File: src/crf_pkg.sv
package crf_pkg;

  // Screen dimension limit (columns and rows are clamped to this)
  localparam int MaxDimDefault = 4096;

  localparam int PixelBytes = 4;

  // Result status codes
  localparam logic [1:0] ST_ROW    = 2'd0;
  localparam logic [1:0] ST_REJECT = 2'd1;
  localparam logic [1:0] ST_EMPTY  = 2'd2;
  localparam logic [1:0] ST_IDLE   = 2'd3;

  // Command kinds handed from front to back
  localparam logic [1:0] CMD_LOAD   = 2'd0;
  localparam logic [1:0] CMD_REJECT = 2'd1;
  localparam logic [1:0] CMD_EMPTY  = 2'd2;
  localparam logic [1:0] CMD_STEP   = 2'd3;

  // Configuration register indexes
  localparam logic [1:0] REG_FRAME_BASE = 2'd0;
  localparam logic [1:0] REG_COLUMNS    = 2'd1;
  localparam logic [1:0] REG_ROWS       = 2'd2;
  localparam logic [1:0] REG_PITCH      = 2'd3;

  typedef struct packed {
    logic [31:0] frame_base;
    logic [12:0] screen_columns;
    logic [12:0] screen_rows;
    logic [15:0] row_pitch_bytes;
  } cfg_t;

  typedef struct packed {
    logic [1:0]  kind;
    logic [31:0] y_offset;   // origin_y * pitch
    logic [12:0] x_pixel;    // clipped-in origin_x
    logic [12:0] words;
    logic [12:0] rows;
    logic [31:0] color;
  } cmd_t;

endpackage

File: src/crf_front.sv
module crf_front import crf_pkg::*; #(
  parameter int MAX_DIM = MaxDimDefault
) (
  input  cfg_t        cfg,
  input  logic        mode,
  input  logic [15:0] origin_x,
  input  logic [15:0] origin_y,
  input  logic [15:0] rect_width,
  input  logic [15:0] rect_height,
  input  logic [31:0] color,
  output cmd_t        cmd
);

  localparam logic [14:0] MaxDimL = 15'(MAX_DIM);

  logic [12:0] cols;
  logic [12:0] rows;
  logic        disabled;
  logic        off_screen;
  logic [12:0] span_x;
  logic [12:0] span_y;
  logic [12:0] w_clip;
  logic [12:0] h_clip;

  always_comb begin
    // Clamp the screen to the supported size
    cols = ({2'b00, cfg.screen_columns} > MaxDimL) ? MaxDimL[12:0] : cfg.screen_columns;
    rows = ({2'b00, cfg.screen_rows} > MaxDimL) ? MaxDimL[12:0] : cfg.screen_rows;

    disabled   = (cfg.frame_base == '0) || (cols == '0) || (rows == '0) ||
                 (cfg.row_pitch_bytes == '0);
    off_screen = (origin_x >= {3'b000, cols}) || (origin_y >= {3'b000, rows});

    span_x = cols - origin_x[12:0];
    span_y = rows - origin_y[12:0];
    w_clip = (rect_width  > {3'b000, span_x}) ? span_x : rect_width[12:0];
    h_clip = (rect_height > {3'b000, span_y}) ? span_y : rect_height[12:0];

    cmd.y_offset = 32'({16'h0000, origin_y} * {16'h0000, cfg.row_pitch_bytes});
    cmd.x_pixel  = origin_x[12:0];
    cmd.words    = w_clip;
    cmd.rows     = h_clip;
    cmd.color    = color;

    if (mode) begin
      cmd.kind = CMD_STEP;
    end else if (disabled || off_screen) begin
      cmd.kind = CMD_REJECT;
    end else if ((w_clip == '0) || (h_clip == '0)) begin
      cmd.kind = CMD_EMPTY;
    end else begin
      cmd.kind = CMD_LOAD;
    end
  end

endmodule

File: src/crf_queue.sv
module crf_queue import crf_pkg::*; (
  input  logic clk,
  input  logic rst_n,
  input  logic push,
  input  cmd_t push_cmd,
  output logic full,
  input  logic pop,
  output logic head_valid,
  output cmd_t head_cmd
);

  cmd_t       slot_r [2];
  logic       wr_ptr_r;
  logic       wr_ptr_nxt;
  logic       rd_ptr_r;
  logic       rd_ptr_nxt;
  logic [1:0] count_r;
  logic [1:0] count_nxt;

  assign full       = (count_r == 2'd2);
  assign head_valid = (count_r != 2'd0);
  assign head_cmd   = slot_r[rd_ptr_r];

  always_comb begin
    wr_ptr_nxt = push ? ~wr_ptr_r : wr_ptr_r;
    rd_ptr_nxt = pop  ? ~rd_ptr_r : rd_ptr_r;
    count_nxt  = count_r + {1'b0, push} - {1'b0, pop};
  end

  always_ff @(posedge clk) begin
    if (!rst_n) begin
      wr_ptr_r <= 1'b0;
      rd_ptr_r <= 1'b0;
      count_r  <= 2'd0;
    end else begin
      wr_ptr_r <= wr_ptr_nxt;
      rd_ptr_r <= rd_ptr_nxt;
      count_r  <= count_nxt;
    end
  end

  always_ff @(posedge clk) begin
    if (push) begin
      slot_r[wr_ptr_r] <= push_cmd;
    end
  end

endmodule

File: src/crf_back.sv
module crf_back import crf_pkg::*; (
  input  logic        clk,
  input  logic        rst_n,
  input  cfg_t        cfg,
  input  logic        cmd_valid,
  input  cmd_t        cmd,
  output logic        cmd_pop,
  output logic        out_valid,
  input  logic        out_ready,
  output logic        row_valid,
  output logic [31:0] row_address,
  output logic [12:0] row_words,
  output logic [31:0] fill_value,
  output logic        last_row,
  output logic [1:0]  status
);

  logic        active_r,    active_nxt;
  logic [31:0] next_addr_r, next_addr_nxt;
  logic [12:0] rows_left_r, rows_left_nxt;
  logic [12:0] words_r,     words_nxt;
  logic [31:0] color_r,     color_nxt;

  logic        out_valid_r, out_valid_nxt;
  logic        row_valid_r, row_valid_nxt;
  logic [31:0] address_r,   address_nxt;
  logic [12:0] row_words_r, row_words_nxt;
  logic [31:0] fill_r,      fill_nxt;
  logic        last_r,      last_nxt;
  logic [1:0]  status_r,    status_nxt;

  logic        emit;
  logic [31:0] emit_addr;
  logic [12:0] emit_rows;
  logic [12:0] emit_words;
  logic [31:0] emit_color;
  logic        emit_last;

  assign cmd_pop = cmd_valid && (!out_valid_r || out_ready);

  always_comb begin
    active_nxt    = active_r;
    next_addr_nxt = next_addr_r;
    rows_left_nxt = rows_left_r;
    words_nxt     = words_r;
    color_nxt     = color_r;
    out_valid_nxt = out_valid_r && !out_ready;
    row_valid_nxt = row_valid_r;
    address_nxt   = address_r;
    row_words_nxt = row_words_r;
    fill_nxt      = fill_r;
    last_nxt      = last_r;
    status_nxt    = status_r;

    // Pick where the row comes from: a fresh rectangle or the pending one
    if (cmd.kind == CMD_LOAD) begin
      emit_addr  = cfg.frame_base + cmd.y_offset + {17'h0_0000, cmd.x_pixel, 2'b00};
      emit_rows  = cmd.rows;
      emit_words = cmd.words;
      emit_color = cmd.color;
    end else begin
      emit_addr  = next_addr_r;
      emit_rows  = rows_left_r;
      emit_words = words_r;
      emit_color = color_r;
    end
    emit_last = (emit_rows <= 13'd1);

    case (cmd.kind)
      CMD_LOAD: emit = 1'b1;
      CMD_STEP: emit = active_r;
      default:  emit = 1'b0;
    endcase

    if (cmd_pop) begin
      out_valid_nxt = 1'b1;
      if (emit) begin
        row_valid_nxt = 1'b1;
        address_nxt   = emit_addr;
        row_words_nxt = emit_words;
        fill_nxt      = emit_color;
        last_nxt      = emit_last;
        status_nxt    = ST_ROW;
        next_addr_nxt = emit_addr + {16'h0000, cfg.row_pitch_bytes};
        rows_left_nxt = (emit_rows == '0) ? '0 : emit_rows - 13'd1;
        words_nxt     = emit_words;
        color_nxt     = emit_color;
        active_nxt    = !emit_last;
      end else begin
        row_valid_nxt = 1'b0;
        address_nxt   = '0;
        row_words_nxt = '0;
        fill_nxt      = '0;
        last_nxt      = 1'b0;
        case (cmd.kind)
          CMD_REJECT: status_nxt = ST_REJECT;
          CMD_EMPTY:  status_nxt = ST_EMPTY;
          default:    status_nxt = ST_IDLE;
        endcase
        if (cmd.kind != CMD_STEP) begin
          active_nxt = 1'b0;
        end
      end
    end
  end

  always_ff @(posedge clk) begin
    if (!rst_n) begin
      active_r    <= 1'b0;
      next_addr_r <= '0;
      rows_left_r <= '0;
      words_r     <= '0;
      color_r     <= '0;
      out_valid_r <= 1'b0;
    end else begin
      active_r    <= active_nxt;
      next_addr_r <= next_addr_nxt;
      rows_left_r <= rows_left_nxt;
      words_r     <= words_nxt;
      color_r     <= color_nxt;
      out_valid_r <= out_valid_nxt;
    end
  end

  always_ff @(posedge clk) begin
    row_valid_r <= row_valid_nxt;
    address_r   <= address_nxt;
    row_words_r <= row_words_nxt;
    fill_r      <= fill_nxt;
    last_r      <= last_nxt;
    status_r    <= status_nxt;
  end

  assign out_valid   = out_valid_r;
  assign row_valid   = row_valid_r;
  assign row_address = address_r;
  assign row_words   = row_words_r;
  assign fill_value  = fill_r;
  assign last_row    = last_r;
  assign status      = status_r;

endmodule

File: src/clipped_rectangle_fill_rows.sv
// Clipped rectangle fill for a 32-bit-per-pixel linear framebuffer.
// Program the four registers over cfg_* (frame base, columns, rows, pitch)
// while the block is idle. Each item on the in_ channel yields exactly one
// result item on the out_ channel. A load item (in_tuser = 0) checks the
// rectangle against the screen, clips it and, unless it is rejected or
// empty, issues its first row burst; each step item (in_tuser = 1) issues
// the next row of the pending rectangle, if one is pending. A result
// carries the row's byte address, word count and fill value, tlast marks
// the final row, and tuser carries row_valid and status. An accepted item
// passes the combinational classify stage into a two-entry command queue,
// then the row sequencer that owns the pending-rectangle state and the
// output register. Throughput is one item per cycle while out_tready is
// high, set by the pitch add and row decrement in the sequencer.
// Reset clears the queue, the pending rectangle, the output valid flag and
// all configuration registers. When the receiver holds out_tready low the
// output register holds its item, the queue fills, and in_tready drops
// once both queue entries are taken.
module clipped_rectangle_fill_rows import crf_pkg::*; #(
  parameter int MAX_DIM = MaxDimDefault
) (
  input  logic        clk,
  input  logic        rst_n,
  // Configuration write port
  input  logic        cfg_we,
  input  logic [1:0]  cfg_index,
  input  logic [31:0] cfg_wdata,
  // Input items
  input  logic        in_tvalid,
  output logic        in_tready,
  // origin_x[15:0], origin_y[31:16], rect_width[47:32], rect_height[63:48],
  // color[95:64]
  input  logic [95:0] in_tdata,
  // mode[0]
  input  logic [0:0]  in_tuser,
  // Result items
  output logic        out_tvalid,
  input  logic        out_tready,
  // row_address[31:0], row_words[44:32], fill_value[76:45], zero pad[79:77]
  output logic [79:0] out_tdata,
  // last_row
  output logic        out_tlast,
  // row_valid[0], status[2:1]
  output logic [2:0]  out_tuser
);

  cfg_t cfg_r;
  cfg_t front_cmd_cfg;
  cmd_t front_cmd;
  cmd_t head_cmd;
  logic q_full;
  logic q_push;
  logic q_pop;
  logic q_valid;

  logic        row_valid;
  logic [31:0] row_address;
  logic [12:0] row_words;
  logic [31:0] fill_value;
  logic        last_row;
  logic [1:0]  status;

  // Configuration registers: taken on any cycle with the write enable high
  always_ff @(posedge clk) begin
    if (!rst_n) begin
      cfg_r <= '0;
    end else if (cfg_we) begin
      case (cfg_index)
        REG_FRAME_BASE: cfg_r.frame_base      <= cfg_wdata;
        REG_COLUMNS:    cfg_r.screen_columns  <= cfg_wdata[12:0];
        REG_ROWS:       cfg_r.screen_rows     <= cfg_wdata[12:0];
        REG_PITCH:      cfg_r.row_pitch_bytes <= cfg_wdata[15:0];
        default:        cfg_r <= cfg_r;
      endcase
    end
  end

  assign front_cmd_cfg = cfg_r;

  // Classify every item as it arrives; only the queue's fill level gates input
  crf_front #(
    .MAX_DIM (MAX_DIM)
  ) u_front (
    .cfg         (front_cmd_cfg),
    .mode        (in_tuser[0]),
    .origin_x    (in_tdata[15:0]),
    .origin_y    (in_tdata[31:16]),
    .rect_width  (in_tdata[47:32]),
    .rect_height (in_tdata[63:48]),
    .color       (in_tdata[95:64]),
    .cmd         (front_cmd)
  );

  assign in_tready = !q_full;
  assign q_push    = in_tvalid && in_tready;

  crf_queue u_queue (
    .clk        (clk),
    .rst_n      (rst_n),
    .push       (q_push),
    .push_cmd   (front_cmd),
    .full       (q_full),
    .pop        (q_pop),
    .head_valid (q_valid),
    .head_cmd   (head_cmd)
  );

  // Row sequencer: holds the pending rectangle and drives the output register
  crf_back u_back (
    .clk         (clk),
    .rst_n       (rst_n),
    .cfg         (cfg_r),
    .cmd_valid   (q_valid),
    .cmd         (head_cmd),
    .cmd_pop     (q_pop),
    .out_valid   (out_tvalid),
    .out_ready   (out_tready),
    .row_valid   (row_valid),
    .row_address (row_address),
    .row_words   (row_words),
    .fill_value  (fill_value),
    .last_row    (last_row),
    .status      (status)
  );

  assign out_tdata = {3'b000, fill_value, row_words, row_address};
  assign out_tlast = last_row;
  assign out_tuser = {status, row_valid};

endmodule

File: config.mk
export PLATFORM = sky130hd
export DESIGN_NAME = clipped_rectangle_fill_rows
export DESIGN_NICKNAME = d
export VERILOG_FILES = /design/src/crf_pkg.sv /design/src/crf_front.sv /design/src/crf_queue.sv /design/src/crf_back.sv /design/src/clipped_rectangle_fill_rows.sv
export SDC_FILE = /design/constraint.sdc
export NUM_CORES = 2
export LEC_CHECK = 0
export BUFFER_PORTS_ARGS = -buffer_cell sky130_fd_sc_hd__buf_2
export CORE_MARGIN = 1
export CORE_UTILIZATION = 50
export DETAILED_ROUTE_END_ITERATION = 10
export HOLD_SLACK_MARGIN = 0.1
export PLACE_DENSITY = 0.65
export SYNTH_ARGS = -nofsm -noshare
export SYNTH_HDL_FRONTEND = slang
export SYNTH_SLANG_ARGS = --single-unit
File: constraint.sdc
create_clock -name clk -period 9.5 [get_ports clk]
set_input_delay 0.95 -clock clk [delete_from_list [all_inputs] [get_ports clk]]
set_output_delay 0.95 -clock clk [all_outputs]
set_load 0.02 [all_outputs]
==> summary.md <==
| Metric | Value |
|---|---|
| Synth-to-Final Area Change | `11.1%` |
| Critical Path Start | `cfg_r[1]` |
| Max Root-Sink Buffers | `3` |
| Synth async-reset ratio | `0%` |
| Cells along the critical path | `nand2_1, fa_1, inv_1, fa_1, inv_1, fa_1, fa_1, inv_1, fa_1, inv_1, fa_1, inv_1, ha_1, a21o_1, a21o_1, a21oi_1, o31ai_1, a41o_1, and2_1, o21a_1, o21a_1, o41ai_1, xnor2_1` |
| Worst hold-check path type | `flop to flop` |
| Slowest CP cell | `dfxtp_1` |
| H-tree depth | `2` |
| Dpl cell area | `roughly 34000 um^2` |
| Root buffer cell | `clkbuf_16` |
| Most frequent cells in the layout | `nand2_1, inv_1, edfxtp_1` |
| Largest stage delay on the critical path | `around 960 ps` |
| Worst-path fanout max | `20` |
| Setup bufs post-CTS | `0` |
| RSZ-0062 raised after global routing | `no` |
| Wire per inst | `~19 um` |
| Die outline width | `roughly 260 um` |
| Final number of setup-violating endpoints | `0` |
| Worst r2r path cells | `23` |
| Clk slew on worst S/H paths | `around 60 ps` |
| Initial drt markers | `~1.8k` |
| Final Critical Period | `7120 ps` |
| Row Count | `slightly above 90` |
| Final Hold Fails | `0` |
| RePlAce Congestion | `0.945` |
| Power Density | `~190 nW/um^2` |
| Post-route ant nets | `0` |
| Synth unique cells | `85` |
| Crit Reg-Reg Startpoint | `cfg_r[1]` |
| Fin worst setup slack | `2380 ps` |
| Final Skew | `~42 ps` |
| Top delay family on crit path | `adder cells` |
| CP Class | `flop to flop` |
| Post-synth EDFFs | `~290` |
| Cells after Synth | `3275` |
| Warning count from the yosys run | `0` |
| Area of the mapped netlist | `about 32000 um^2` |
| Share of cells above drive strength 1 | `about an eighth` |
| Final core occ | `a little under three fifths` |
| Nets | `roughly 4k` |
| Commonest non-fill, non-tap cell in the layout | `nand2_1` |
| CTS Buf Count | `49` |
| Post-Place Setup Slack | `between 2000 and 2500 ps` |
| Clock Latency Late Sink | `approximately 620 ps` |
| TritonCTS clock tree | `built` |
| Max Slew Vio Count | `0` |
| GRT Total Usage | `25.0%` |
| Crit path depth | `23` |
| Most used DFF post-synth | `edfxtp_1` |
| Relative slew slack | `a little under a third` |
| Resize count post-CTS | `0` |
| TritonRoute pass-1 iters | `6` |
| Initial antenna violation count | `5` |
| Die area | `~66000 um^2` |
| Leakage | `between 15 and 20 nW` |
| R2R Setup Slk | `about 2400 ps` |
| Hpwl dp | `a little over 60000 um` |
| Critical Path End | `u_queue.slot_r[0][95]` |
| Die H | `256 um` |
| Largest net degree at the start of global routing | `between 90 and 100` |
| Num ports | `~220` |
| Vias | `24.3k` |
| WHS | `~450 ps` |
| Initial Utilization | `50.9%` |
| Port-buffer cells | `around 220` |
| Setup_tns | `0 ps` |
| Post-synthesis sequential area ratio | `between 30% and 40%` |
| Total routed wirelength | `around 83000 um` |
| Post-CTS Hold Buffers | `0` |
| Outcome | `completed` |
| Fin crit share | `between 70% and 80%` |
| Slew @ Worst Pin | `between 1000 and 1500 ps` |
| Overflow after GRT | `0` |
| Final instance area | `35900 um^2` |
| Max Clk Rate | `between 100 and 150 MHz` |
| Arr. time, crit path | `~7500 ps` |
| Crit path launch type | `flop` |
| Peak supply drop | `0.189 mV` |
| Placeable Area | `approximately 63000 um^2` |
| Maxcap violations | `0` |
| Mean post-synth cell area | `9.87 um^2` |
| CTS sink cnt | `between 400 and 500` |
| FF-to-FF End | `u_queue.slot_r[0][95]` |
| Most common cell on crit path | `fa_1` |
| Crit path capture type | `flop` |
| DRC | `0` |
| Req. time, crit path | `a little under 10000 ps` |
| Vias in the first global route | `around 24k` |
| Yosys reg bits | `462` |
| Vias per cell | `around 5.7` |
| Global-route wire length before repair | `approximately 130000 um` |
| Bufs and invs on worst path | `5` |
-- flip-flops by register name, summed over array words and instances (netlist names), 2 cells and up, named ones only --
name,count
u_back.rows_left_r,13
u_back.words_r,13
u_back.row_words,13
u_queue.count_r,2
u_back.fill_value,32
u_back.color_r,32
u_back.status,2
cfg_r,74
u_queue.slot_r,210
u_back.next_addr_r,32
u_back.row_address,32
-- worst min-delay path, cell delays in order (launching register included) --
cell and delay, ps:
dfxtp_1 310, nand2_1 50, a21oi_1 50
-- cell families after synthesis --
| group | after synthesis | synth area share (%) |
|---|---|---|
| simple gates | 1048 | 15.0 |
| compound gates | 570 | 11.7 |
| buf+inv | 507 | 5.96 |
| flops | 462 | 37.6 |
| fa+ha+maj | 461 | 22.7 |
| mux | 141 | 4.62 |
| xor+xnor | 85 | 2.30 |
| other cells | 1 | 0.0116 |
-- layout make-up --
cell class,count,area (um^2)
repair buffers,241,1260
flip-flops and latches,462,12200
inverters,348,1310
diodes,7,17.5
clock inverters,28,432
fillers,5538,27500
multi-input cells,2308,18300
well taps,846,1060
clock buffers,64,1350
-- power breakdown --
group	switching (mW)	internal (mW)	total (mW)	leakage, nW
Combinational	1.47	0.794	2.27	10.1
Clock	0.839	1.24	2.08	0.868
Sequential	0.132	2.52	2.65	4.16
-- layer usage --
metal | up-vias | share of wire, % | track usage [%]
met4 | 0 | 3.1 | 8.88
met2 | 725 | 47 | 41.2
met1 | 12000 | 44 | 33.9
met3 | 135 | 5.5 | 3.03
li1 | 11500 | - | -
met5 | - | 0 | 0
-- how the worst min path moves through the flow --
stage	startpoint	depth (start not counted)	slack, ps	endpoint
after detailed placement	u_back.next_addr_r[18]	2	450	u_back.next_addr_r[18]
after floorplan	u_back.next_addr_r[20]	2	430	u_back.next_addr_r[20]
after global routing	u_back.next_addr_r[27]	2	470	u_back.next_addr_r[27]
after CTS	u_back.next_addr_r[11]	2	460	u_back.next_addr_r[11]
final	u_back.next_addr_r[0]	2	450	u_back.next_addr_r[0]
after global placement	u_back.next_addr_r[13]	2	440	u_back.next_addr_r[13]
-- synthesized netlist by cell type (41+ instances only) --
cell	n	area share [%]
o21ai_0	58	0.90
clkbuf_1	136	1.6
xnor2_1	59	1.6
mux2i_1	77	2.4
nand2_1	436	5.1
a211oi_1	112	2.6
nor2_1	234	2.7
inv_1	347	4.0
a21oi_1	203	3.1
ha_1	252	9.8
fa_1	209	13
dfxtp_1	171	11
nor3_1	41	0.64
mux2_2	63	2.2
edfxtp_1	291	27
a21o_1	49	1.1
and2_1	134	2.6
-- stage by stage --
step                instances  total power [mW]
global route             4302              7.35
global placement         4205              4.90
floorplan                3277              4.28
finish                   4304              6.99
detailed placement       4205              4.94
CTS                      4297              7.03
Note: power is estimated with default switching activity, not from simulation.
